[config.mk]
export PLATFORM = sky130hd
export DESIGN_NAME = glyph_coverage_blit_core
export DESIGN_NICKNAME = d
export VERILOG_FILES = /design/src/rtl/gcb_pkg.sv /design/src/rtl/glyph_coverage_blit_core.sv /design/src/rtl/gcb_shade.sv
export SDC_FILE = /design/constraint.sdc
export NUM_CORES = 1
export LEC_CHECK = 0
export BUFFER_PORTS_ARGS = -buffer_cell sky130_fd_sc_hd__buf_2
export CORE_ASPECT_RATIO = 1.5
export CORE_MARGIN = 3
export CORE_UTILIZATION = 60
export CTS_BUF_LIST = sky130_fd_sc_hd__clkbuf_4
export CTS_CLUSTER_DIAMETER = 200
export DETAILED_ROUTE_END_ITERATION = 10
export HOLD_SLACK_MARGIN = 0.03
export PLACE_DENSITY = 0.87
export SLEW_MARGIN = 20
export SYNTH_ARGS = -nofsm -noshare
export SYNTH_HDL_FRONTEND = slang
export SYNTH_HIERARCHICAL = 1
export SYNTH_SLANG_ARGS = --single-unit
[constraint.sdc]
create_clock -name clk_i -period 16.5 [get_ports clk_i]
set_clock_uncertainty 0.15 [all_clocks]
set_input_delay 0.825 -clock clk_i [delete_from_list [all_inputs] [get_ports clk_i]]
set_output_delay 0.825 -clock clk_i [all_outputs]
set_load 0.02 [all_outputs]
[src/rtl/gcb_pkg.sv]
// Package: shared types and constants for the glyph coverage blit core.
`default_nettype none
package gcb_pkg;

  localparam int CfgIdxW  = 3;
  localparam int CfgDataW = 26;

  localparam int InkW     = 24;
  localparam int OrgW     = 16;
  localparam int DimW     = 13;
  localparam int StrideW  = 15;
  localparam int AddrW    = 26;
  localparam int CovW     = 8;
  localparam int ByteW    = 8;

  localparam int PosW     = OrgW + 1;
  localparam int ProdW    = DimW + StrideW;
  localparam int Col3W    = DimW + 2;
  localparam int SumW     = ProdW + 1;

  localparam logic [InkW-1:0] InkReset = 24'hFF_FFFF;

  typedef enum logic [CfgIdxW-1:0] {
    CfgInkColor    = 3'd0,
    CfgOriginX     = 3'd1,
    CfgOriginY     = 3'd2,
    CfgTargetW     = 3'd3,
    CfgTargetH     = 3'd4,
    CfgScanStride  = 3'd5,
    CfgFlipRows    = 3'd6,
    CfgBufferSize  = 3'd7
  } cfg_idx_e;

  typedef struct packed {
    logic [ByteW-1:0] blue;
    logic [ByteW-1:0] green;
    logic [ByteW-1:0] red;
  } shade_t;

endpackage
`default_nettype wire

[src/rtl/glyph_coverage_blit_core.sv]
// Top level: glyph coverage pixel stream to 24-bit target buffer writes.
`default_nettype none
// Takes one coverage pixel per clock while in_stall_o is low and returns one
// result per pixel. Pixels pass an input register, a stage that places the
// pixel, clips it and forms row times stride and the three scaled ink bytes,
// and the output register that adds the column offset and checks the buffer
// bound. The row by stride multiplier sets the middle stage. Column and row
// counters advance as each request is taken; a glyph start pixel clears them
// first. Registers must be written through the configuration port only while
// no pixel is in flight; the user must ensure it, the block does not enforce it.
module glyph_coverage_blit_core #(
  parameter int MAX_GLYPH_SIDE = 4096
) (
  input  wire logic                            clk_i,
  input  wire logic                            rst_ni,

  input  wire logic                            cfg_we_i,
  input  wire logic [gcb_pkg::CfgIdxW-1:0]     cfg_idx_i,
  input  wire logic [gcb_pkg::CfgDataW-1:0]    cfg_data_i,

  input  wire logic                            in_valid_i,
  output      logic                            in_stall_o,
  input  wire logic [gcb_pkg::CovW-1:0]        coverage_i,
  input  wire logic                            glyph_start_i,
  input  wire logic                            row_end_i,

  output      logic                            out_valid_o,
  input  wire logic                            out_stall_i,
  output      logic                            write_valid_o,
  output      logic [gcb_pkg::AddrW-1:0]       byte_address_o,
  output      logic [gcb_pkg::ByteW-1:0]       blue_byte_o,
  output      logic [gcb_pkg::ByteW-1:0]       green_byte_o,
  output      logic [gcb_pkg::ByteW-1:0]       red_byte_o
);
  import gcb_pkg::*;

  localparam int CntW = $clog2(MAX_GLYPH_SIDE);
  localparam logic [CntW-1:0] CntLast = CntW'(MAX_GLYPH_SIDE - 1);

  // configuration registers
  logic [InkW-1:0]    ink_q;
  logic [OrgW-1:0]    org_x_q;
  logic [OrgW-1:0]    org_y_q;
  logic [DimW-1:0]    tgt_w_q;
  logic [DimW-1:0]    tgt_h_q;
  logic [StrideW-1:0] stride_q;
  logic               flip_q;
  logic [AddrW-1:0]   buf_size_q;

  always_ff @(posedge clk_i or negedge rst_ni) begin
    if (!rst_ni) begin
      ink_q      <= InkReset;
      org_x_q    <= '0;
      org_y_q    <= '0;
      tgt_w_q    <= '0;
      tgt_h_q    <= '0;
      stride_q   <= '0;
      flip_q     <= 1'b0;
      buf_size_q <= '0;
    end else if (cfg_we_i) begin
      case (cfg_idx_e'(cfg_idx_i))
        CfgInkColor:   ink_q      <= cfg_data_i[InkW-1:0];
        CfgOriginX:    org_x_q    <= cfg_data_i[OrgW-1:0];
        CfgOriginY:    org_y_q    <= cfg_data_i[OrgW-1:0];
        CfgTargetW:    tgt_w_q    <= cfg_data_i[DimW-1:0];
        CfgTargetH:    tgt_h_q    <= cfg_data_i[DimW-1:0];
        CfgScanStride: stride_q   <= cfg_data_i[StrideW-1:0];
        CfgFlipRows:   flip_q     <= cfg_data_i[0];
        CfgBufferSize: buf_size_q <= cfg_data_i[AddrW-1:0];
        default: begin
        end
      endcase
    end
  end

  // pipeline flow
  logic s1_valid_q, s2_valid_q, out_valid_q;
  logic out_adv, s2_adv, s1_adv, in_accept;

  assign out_adv    = !out_valid_q || !out_stall_i;
  assign s2_adv     = !s2_valid_q || out_adv;
  assign s1_adv     = !s1_valid_q || s2_adv;
  assign in_stall_o = !s1_adv;
  assign in_accept  = in_valid_i && s1_adv;

  // position counters
  logic [CntW-1:0] col_q, col_d, row_q, row_d;
  logic [CntW-1:0] col_base, row_base;

  assign col_base = glyph_start_i ? '0 : col_q;
  assign row_base = glyph_start_i ? '0 : row_q;

  always_comb begin
    col_d = col_q;
    row_d = row_q;
    if (in_accept) begin
      if (row_end_i) begin
        col_d = '0;
        row_d = (row_base == CntLast) ? '0 : row_base + CntW'(1);
      end else begin
        col_d = (col_base == CntLast) ? '0 : col_base + CntW'(1);
        row_d = row_base;
      end
    end
  end

  always_ff @(posedge clk_i or negedge rst_ni) begin
    if (!rst_ni) begin
      col_q <= '0;
      row_q <= '0;
    end else begin
      col_q <= col_d;
      row_q <= row_d;
    end
  end

  // input register
  logic [CovW-1:0] s1_cov_q;
  logic [CntW-1:0] s1_col_q, s1_row_q;

  always_ff @(posedge clk_i or negedge rst_ni) begin
    if (!rst_ni) begin
      s1_valid_q <= 1'b0;
    end else if (s1_adv) begin
      s1_valid_q <= in_valid_i;
    end
  end

  always_ff @(posedge clk_i) begin
    if (in_accept) begin
      s1_cov_q <= coverage_i;
      s1_col_q <= col_base;
      s1_row_q <= row_base;
    end
  end

  // place and clip
  logic signed [PosW-1:0] px, py;
  logic                   hit;
  logic [DimW-1:0]        row_sel;
  logic [ProdW-1:0]       prod_d;
  logic [Col3W-1:0]       col3_d;
  shade_t                 shade_d;

  assign px = $signed({org_x_q[OrgW-1], org_x_q}) + $signed({{(PosW-CntW){1'b0}}, s1_col_q});
  assign py = $signed({org_y_q[OrgW-1], org_y_q}) + $signed({{(PosW-CntW){1'b0}}, s1_row_q});

  assign hit = (s1_cov_q != '0) && (tgt_w_q != '0) && (tgt_h_q != '0)
            && !px[PosW-1] && !py[PosW-1]
            && (px[PosW-2:0] <= {{(PosW-1-DimW){1'b0}}, tgt_w_q})
            && (py[PosW-2:0] <= {{(PosW-1-DimW){1'b0}}, tgt_h_q});

  assign row_sel = flip_q ? tgt_h_q - py[DimW-1:0] : py[DimW-1:0];
  assign prod_d  = ProdW'(row_sel) * ProdW'(stride_q);
  assign col3_d  = {1'b0, px[DimW-1:0], 1'b0} + {2'b00, px[DimW-1:0]};

  gcb_shade u_shade (
    .ink_i   (ink_q),
    .cov_i   (s1_cov_q),
    .shade_o (shade_d)
  );

  logic             s2_hit_q;
  logic [ProdW-1:0] s2_prod_q;
  logic [Col3W-1:0] s2_col3_q;
  shade_t           s2_shade_q;

  always_ff @(posedge clk_i or negedge rst_ni) begin
    if (!rst_ni) begin
      s2_valid_q <= 1'b0;
    end else if (s2_adv) begin
      s2_valid_q <= s1_valid_q;
    end
  end

  always_ff @(posedge clk_i) begin
    if (s2_adv && s1_valid_q) begin
      s2_hit_q   <= hit;
      s2_prod_q  <= prod_d;
      s2_col3_q  <= col3_d;
      s2_shade_q <= shade_d;
    end
  end

  // address and bound check
  logic [SumW-1:0] addr_sum;
  logic            wr_d;

  assign addr_sum = {1'b0, s2_prod_q} + {{(SumW-Col3W){1'b0}}, s2_col3_q};
  assign wr_d     = s2_hit_q && (addr_sum < {{(SumW-AddrW){1'b0}}, buf_size_q});

  logic             wr_q;
  logic [AddrW-1:0] addr_q;
  shade_t           shade_q;

  always_ff @(posedge clk_i or negedge rst_ni) begin
    if (!rst_ni) begin
      out_valid_q <= 1'b0;
    end else if (out_adv) begin
      out_valid_q <= s2_valid_q;
    end
  end

  always_ff @(posedge clk_i) begin
    if (out_adv && s2_valid_q) begin
      wr_q    <= wr_d;
      addr_q  <= wr_d ? addr_sum[AddrW-1:0] : '0;
      shade_q <= wr_d ? s2_shade_q : '0;
    end
  end

  assign out_valid_o    = out_valid_q;
  assign write_valid_o  = wr_q;
  assign byte_address_o = addr_q;
  assign blue_byte_o    = shade_q.blue;
  assign green_byte_o   = shade_q.green;
  assign red_byte_o     = shade_q.red;

endmodule
`default_nettype wire

[src/rtl/gcb_shade.sv]
// Ink color scaling: each color component times coverage, shifted right by 8.
`default_nettype none
module gcb_shade (
  input  wire logic [gcb_pkg::InkW-1:0] ink_i,
  input  wire logic [gcb_pkg::CovW-1:0] cov_i,
  output gcb_pkg::shade_t               shade_o
);
  import gcb_pkg::*;

  logic [2*ByteW-1:0] blue_prod;
  logic [2*ByteW-1:0] green_prod;
  logic [2*ByteW-1:0] red_prod;

  assign blue_prod  = (2*ByteW)'(ink_i[ByteW-1:0]) * (2*ByteW)'(cov_i);
  assign green_prod = (2*ByteW)'(ink_i[2*ByteW-1:ByteW]) * (2*ByteW)'(cov_i);
  assign red_prod   = (2*ByteW)'(ink_i[3*ByteW-1:2*ByteW]) * (2*ByteW)'(cov_i);

  assign shade_o.blue  = blue_prod[2*ByteW-1:ByteW];
  assign shade_o.green = green_prod[2*ByteW-1:ByteW];
  assign shade_o.red   = red_prod[2*ByteW-1:ByteW];

endmodule
`default_nettype wire
==> run_results.csv, run 1 <==
group,metric,value,unit
floorplan,core,0.0459,sq mm
synth,synth_common_cells,"400 x inv_1, 290 x ha_1, 280 x nand2_1",
floorplan,start_util,61.0,%
timing,hold_violations,0,
clock_tree,tritoncts,"yes",
synth,synth_most_common_cell,"inv_1",
drt,drtAntennaViolNets,0,
synth,synth.top_cell.area_share,18.1,%
global_routing,grt_pass1_wl,110,mm
place,port-buffer-count,96,
drt,first_pass_iters,8,
final_layout,postLayoutCoreUtil,65.6,%
final_layout,nets,3478,
critical_path,critical_path_class,"register to register",
synth,ys_ff_latch,302,
drt,vias,21200,
synth,syn_nets,3368,
synth,async_flop_share,50.0,%
timing,worst_slew_pin_slew,1.02,ns
clock_tree,cts_buffer_depth,3,
synth,synth_edf_count,151,
clock_tree,cts_setup_buffers,0,
drt,remaining_drc_errors,0,
synth,netlist_area,0.0280,sq mm
global_routing,grt_use_total,27.7,%
synth,synth_ff_type,"edfxtp_1",
drt,drt-total-wl,67.5,mm
floorplan,fp.dieW,182,microns
timing,clock.fmax,107,MHz
synth,syn_area_per_cell,10.1,sq um
clock_tree,numClockSinks,302,
floorplan,dieArea,0.0493,sq mm
synth,synthTopCellsByArea,"fa_1 18%, edfxtp_1 16%, ha_1 13%, dfrtp_1 11%, and2_1 5.8%",
clock_tree,htreeDepth,3,
drt,via_per_inst,5.98,
status,status,"completed",
drt,wl_per_cell,19.0,microns
critical_path,slowest_stage,"fa_1",
final_layout,nFillCells,3461,
critical_path,slowest_delay,0.54,ns
critical_path,r2r-start,"org_y_q[0]",
floorplan,die_height,271,microns
critical_path,crit_fanout,15,
global_routing,first_global_vias,22600,
synth,synth.distinct_cells,78,
timing,period_minus_slack,9.38,ns
place,dp_hpwl,51.5,mm
global_routing,grt_max_degree,89,
clock_tree,cts-resized-gates,0,
final_layout,areaGrowthSynthToFinish,7.53,%
global_routing,grt_overflow,0,
hold_path,hold_class,"input port to register",
critical_path,critPathLaunch,"org_y_q[0]",
timing,setup_tns,0,ns
timing,setup_viol,0,
synth,synth_cells,2781,
clock_tree,cts_root_buf,"clkbuf_4",
place,globalplace.congestion,0.933,
clock_tree,cts_made_buffers,75,
clock_tree,clk_pin_slew,0.07,ns
final_layout,drive_above_1_share,13.6,%
critical_path,startpoint_type,"register",
synth,ys_warn_count,6,
critical_path,critical_path_required,16.82,ns
global_routing,antenna_found_initial,2,
timing,maxSlewViolCount,0,
synth,yosys.area.top_type,"fa_1",
synth,seq_area_frac_synth,29.8,%
flow_run,drv_cap,0,
timing,rsz0062_at_grt,"no",
critical_path,critPathCaptureType,"register",
floorplan,io_pins,97,
floorplan,num_rows,96,
clock_tree,clock_latency,0.78,ns
hold_path,worstHoldStart,"coverage_i[5]",
drt,first_iter_violations,1495,
timing,slew_headroom,32.0,%
timing,post-route-period-util,56.9,%
critical_path,arrival,9.70,ns
[routing by layer]
metal	wire, microns	track usage (%)	vias up	part of all wire, %
met5	0	0	-	0
met4	3550	14.0	0	5.3
met3	4120	4.87	277	6.1
met2	35400	50.6	952	52
met1	24400	30.5	10400	36
li1	-	-	9525	-
[final timing paths]
path	to	slack, ns	depth (start not counted)
worst max-delay path	s2_prod_q[27]	7.12	35
worst min-delay path	s1_cov_q[5]	0.1	1
worst max register to register	s2_prod_q[27]	7.12	35
worst min register to register	col_q[0]	0.33	2
max in group asynchronous	tgt_h_q[6]	14.26	3
min in group asynchronous	out_valid_o	0.55	2
[cells in the final DEF (no fill, tap or decap), types with 8 or more instances in the layout]
master / instances
buf_2: 95
edfxtp_1: 151
inv_1: 400
mux2_2: 110
a21o_1: 43
and3_1: 19
a31oi_1: 12
dfstp_2: 24
clkbuf_4: 111
buf_4: 17
nor4_1: 8
fa_1: 253
ha_1: 290
o211ai_1: 16
clkinv_1: 16
nor2_1: 61
a211o_1: 8
dfrtp_1: 127
nand2_1: 280
a211oi_1: 14
xnor2_1: 67
o21ai_0: 106
nand4_1: 27
o21ai_1: 8
nor3_1: 25
nor2b_1: 48
nand2b_1: 20
xor2_1: 41
a21oi_1: 110
o21a_1: 19
and2_1: 257
nand3_1: 32
[kinds of logic (layout without fill, tap and decap cells)]
logic type	Yosys count	after routing	synth area share, %
simple gates	826	826	15.4
fa+ha+maj	543	543	31.1
buf+inv	484	655	6.53
compound gates	402	402	9.15
flops	302	302	29.8
mux	116	116	4.64
xor+xnor	108	108	3.38
other cells	0	2	0
[worst max-delay path, delay by kind of cell (launching register included)]
kind / cells / cell delay, ns
buf+inv: 6 / 0.33
fa+ha+maj: 9 / 3.70
simple gates: 5 / 0.94
xor+xnor: 2 / 0.43
compound gates: 13 / 3.12
flops: 1 / 0.39
[flip-flops by register name, summed over array words and instances, names as in the netlist, 12 cells and up]
name and cells:
org_y_q 16, s2_col3_q 15, row_q 12, tgt_w_q 13, stride_q 15, s2_shade_q 24
s1_row_q 12, s2_prod_q 28, tgt_h_q 13, org_x_q 16, buf_size_q 26, s1_col_q 12
ink_q 24, col_q 12, byte_address_o 26
[per-stage QoR]
step	hold WS [ns]	setup slack (ns)	std cells	cell area (sq um)
final	0.0990	7.12	3542	30100
after global routing	0.0438	6.58	3542	30100
after CTS	0.0346	7.18	3540	30100
after detailed placement	0.318	7.25	3399	29100
after global placement	0.303	7.38	3399	29100
after floorplan	0.292	7.83	2781	28000
[cell type report]
class	instances	area, sq um	share of cell area [%]
inverters	401	1510	5.00
clock inverters	27	165	0.549
diodes	2	5.00	0.0166
well taps	588	736	2.44
flip-flops and latches	302	8340	27.7
clock buffers	111	833	2.77
multi-input cells	1995	17900	59.4
repair buffers	116	644	2.14
[timing repair]
action,4_1_cts,5_1_grt
hold buffers,3,0
setup endpoints to repair,0,0
hold endpoints to repair,57,0
Power of run 1 is left out: the tool's default activity adds up to more than one toggle a clock period on the data nets, which glitch-free logic cannot reach.
==> run 2: changes to the inputs <==
- clock period: 16.5 -> 9.2 ns (I/O delays scaled with it)
==> run 2 against run 1 <==
Cell area rose by 2.3%. Via count rose by 0.19%. Worst setup slack worse by 6.8 ns. Largest cell class unchanged. Global-route usage grew 0.28 points. Die area unchanged. Register-to-register slack got worse by 6.8 ns. Non-clock buffer count up 54. Critical path type unchanged. Critical endpoint unchanged.
==> run_results.csv, run 2 (same netlist as run 1, synthesis figures left out) <==
group,metric,value,unit
drt,met1_length,25.0,mm
final_layout,drive_above_1_share,14.2,%
clock_tree,clk_pin_slew,0.07,ns
timing,worst_slew_pin_slew,1.03,ns
floorplan,io_pins,97,
critical_path,startpoint_type,"register",
timing,setup_viol,0,
critical_path,slowest_stage,"fa_1",
final_layout,top_register,"s2_prod_q",
critical_path,critical_path_class,"register to register",
timing,clock.fmax,113,MHz
final_layout,postLayoutCoreUtil,67.1,%
clock_tree,numClockSinks,302,
critical_path,crit_fanout,4,
drt,dr_wl_met2,35.6,mm
final_layout,design_area,0.0308,sq mm
final_layout,areaGrowthSynthToFinish,10.0,%
floorplan,die_height,271,microns
place,dp_hpwl,51.2,mm
global_routing,grt_overflow,0,
global_routing,grt_max_degree,110,
drt,via_per_inst,5.90,
floorplan,dieArea,0.0493,sq mm
timing,maxSlewViolCount,0,
drt,wl_met3,3.71,mm
clock_tree,htreeDepth,3,
critical_path,critPathCaptureType,"register",
clock_tree,clock_latency,0.87,ns
timing,setup_tns,0,ns
critical_path,arrival,9.26,ns
place,placed_area,0.0291,sq mm
final_layout,largest_reg_flops,28,
drt,first_iter_violations,1331,
global_routing,first_global_vias,22900,
drt,vias,21200,
final_layout,final_cell_mix,"400 x inv_1, 284 x ha_1, 280 x nand2_1",
global_routing,grt_use_total,27.9,%
drt,remaining_drc_errors,0,
critical_path,critical_path_required,9.57,ns
timing,slew_headroom,31.3,%
drt,first_pass_iters,7,
hold_path,hold_class,"input port to register",
status,status,"completed",
global_routing,antenna_found_initial,5,
critical_path,slowest_delay,0.55,ns
timing,hold_violations,0,
place,globalplace.congestion,0.933,
timing,period_minus_slack,8.89,ns
clock_tree,cts_root_buf,"clkbuf_4",
drt,drt-total-wl,68.5,mm
critical_path,crit_path_frequent_cell,"inv_1",
final_layout,nets,3535,
final_layout,final_common_cell,"inv_1",
global_routing,grt_pass1_wl,111,mm
drt,top_layer_used,"met5",
flow_run,drv_cap,0,
clock_tree,cts_made_buffers,78,
clock_tree,cts_buffer_depth,3,
drt,wl_per_cell,19.0,microns
floorplan,start_util,61.0,%
floorplan,num_rows,96,
timing,post-route-period-util,96.6,%
drt,drtAntennaViolNets,0,
place,port-buffer-count,96,
floorplan,fp.dieW,182,microns
floorplan,core,0.0459,sq mm
clock_tree,tritoncts,"yes",
[run 2: cell types whose count changed in the layout (fill, tap and decap cells not counted), sizes merged]
cell	before	now
buf	113	125
bufinv	1	5
clkbuf	111	101
clkinv	22	29
clkinvlp	2	5
diode	2	3
dlygate4sd3	3	44
inv	403	402
[run 2: area by class of cell]
class	instances	area, sq um
inverter	401	1510
clock buffer	100	751
fill	3415	15100
tap	588	736
multi-input combinational	1995	18000
antenna	3	7.51
sequential	302	8340
clock inverter	40	317
timing repair buffer	170	1160
[run 2: final timing paths]
kind                            startpoint              to  slack, ns  cells after the start
worst min register to register    col_q[0]        col_q[0]       0.33                      2
max in group asynchronous           rst_ni  buf_size_q[25]       7.51                      3
worst min-delay path              cfg_we_i      tgt_h_q[2]       0.13                      5
worst max-delay path            org_y_q[0]   s2_prod_q[27]       0.31                     35
min in group asynchronous           rst_ni        col_q[3]       0.19                      2
worst max register to register  org_y_q[0]   s2_prod_q[27]       0.31                     35
[run 2: routing by layer]
metal | vias to the layer above | track usage, %
li1 | 9631 | -
met1 | 10500 | 30.8
met2 | 820 | 50.4
met3 | 273 | 4.43
met4 | 2 | 16.4
met5 | - | 0
[run 2: worst max-delay path: cells and delay by family, from the launching register on]
| kind | cells | cell delay [ns] |
|---|---|---|
| adder cells (fa/ha/maj) | 9 | 3.53 |
| XOR/XNOR | 2 | 0.34 |
| AO/OA/AOI/OAI | 13 | 2.88 |
| flip-flops | 1 | 0.38 |
| buffers and inverters | 6 | 0.43 |
| AND/OR/NAND/NOR | 5 | 0.84 |
[run 2: timing repair]
action | in CTS | in global routing
hold buffers | 44 | 0
buffers inserted | 1 | 2
hold endpoints to repair | 245 | 0
resized for setup | 0 | 25
pin swaps | 1 | 9
endpoints found under the setup margin | 1 | 9
[run 2: metrics by stage]
stage	instances	worst slack (ns)	hold WS (ns)
floorplan	2781	0.528	0.0144
global placement	3409	0.323	0.304
detailed placement	3409	0.133	0.320
CTS	3594	0.0490	0.0691
global route	3598	-0.0478	0.115
finish	3599	0.311	0.130
Power of run 2 is left out for the same reason.
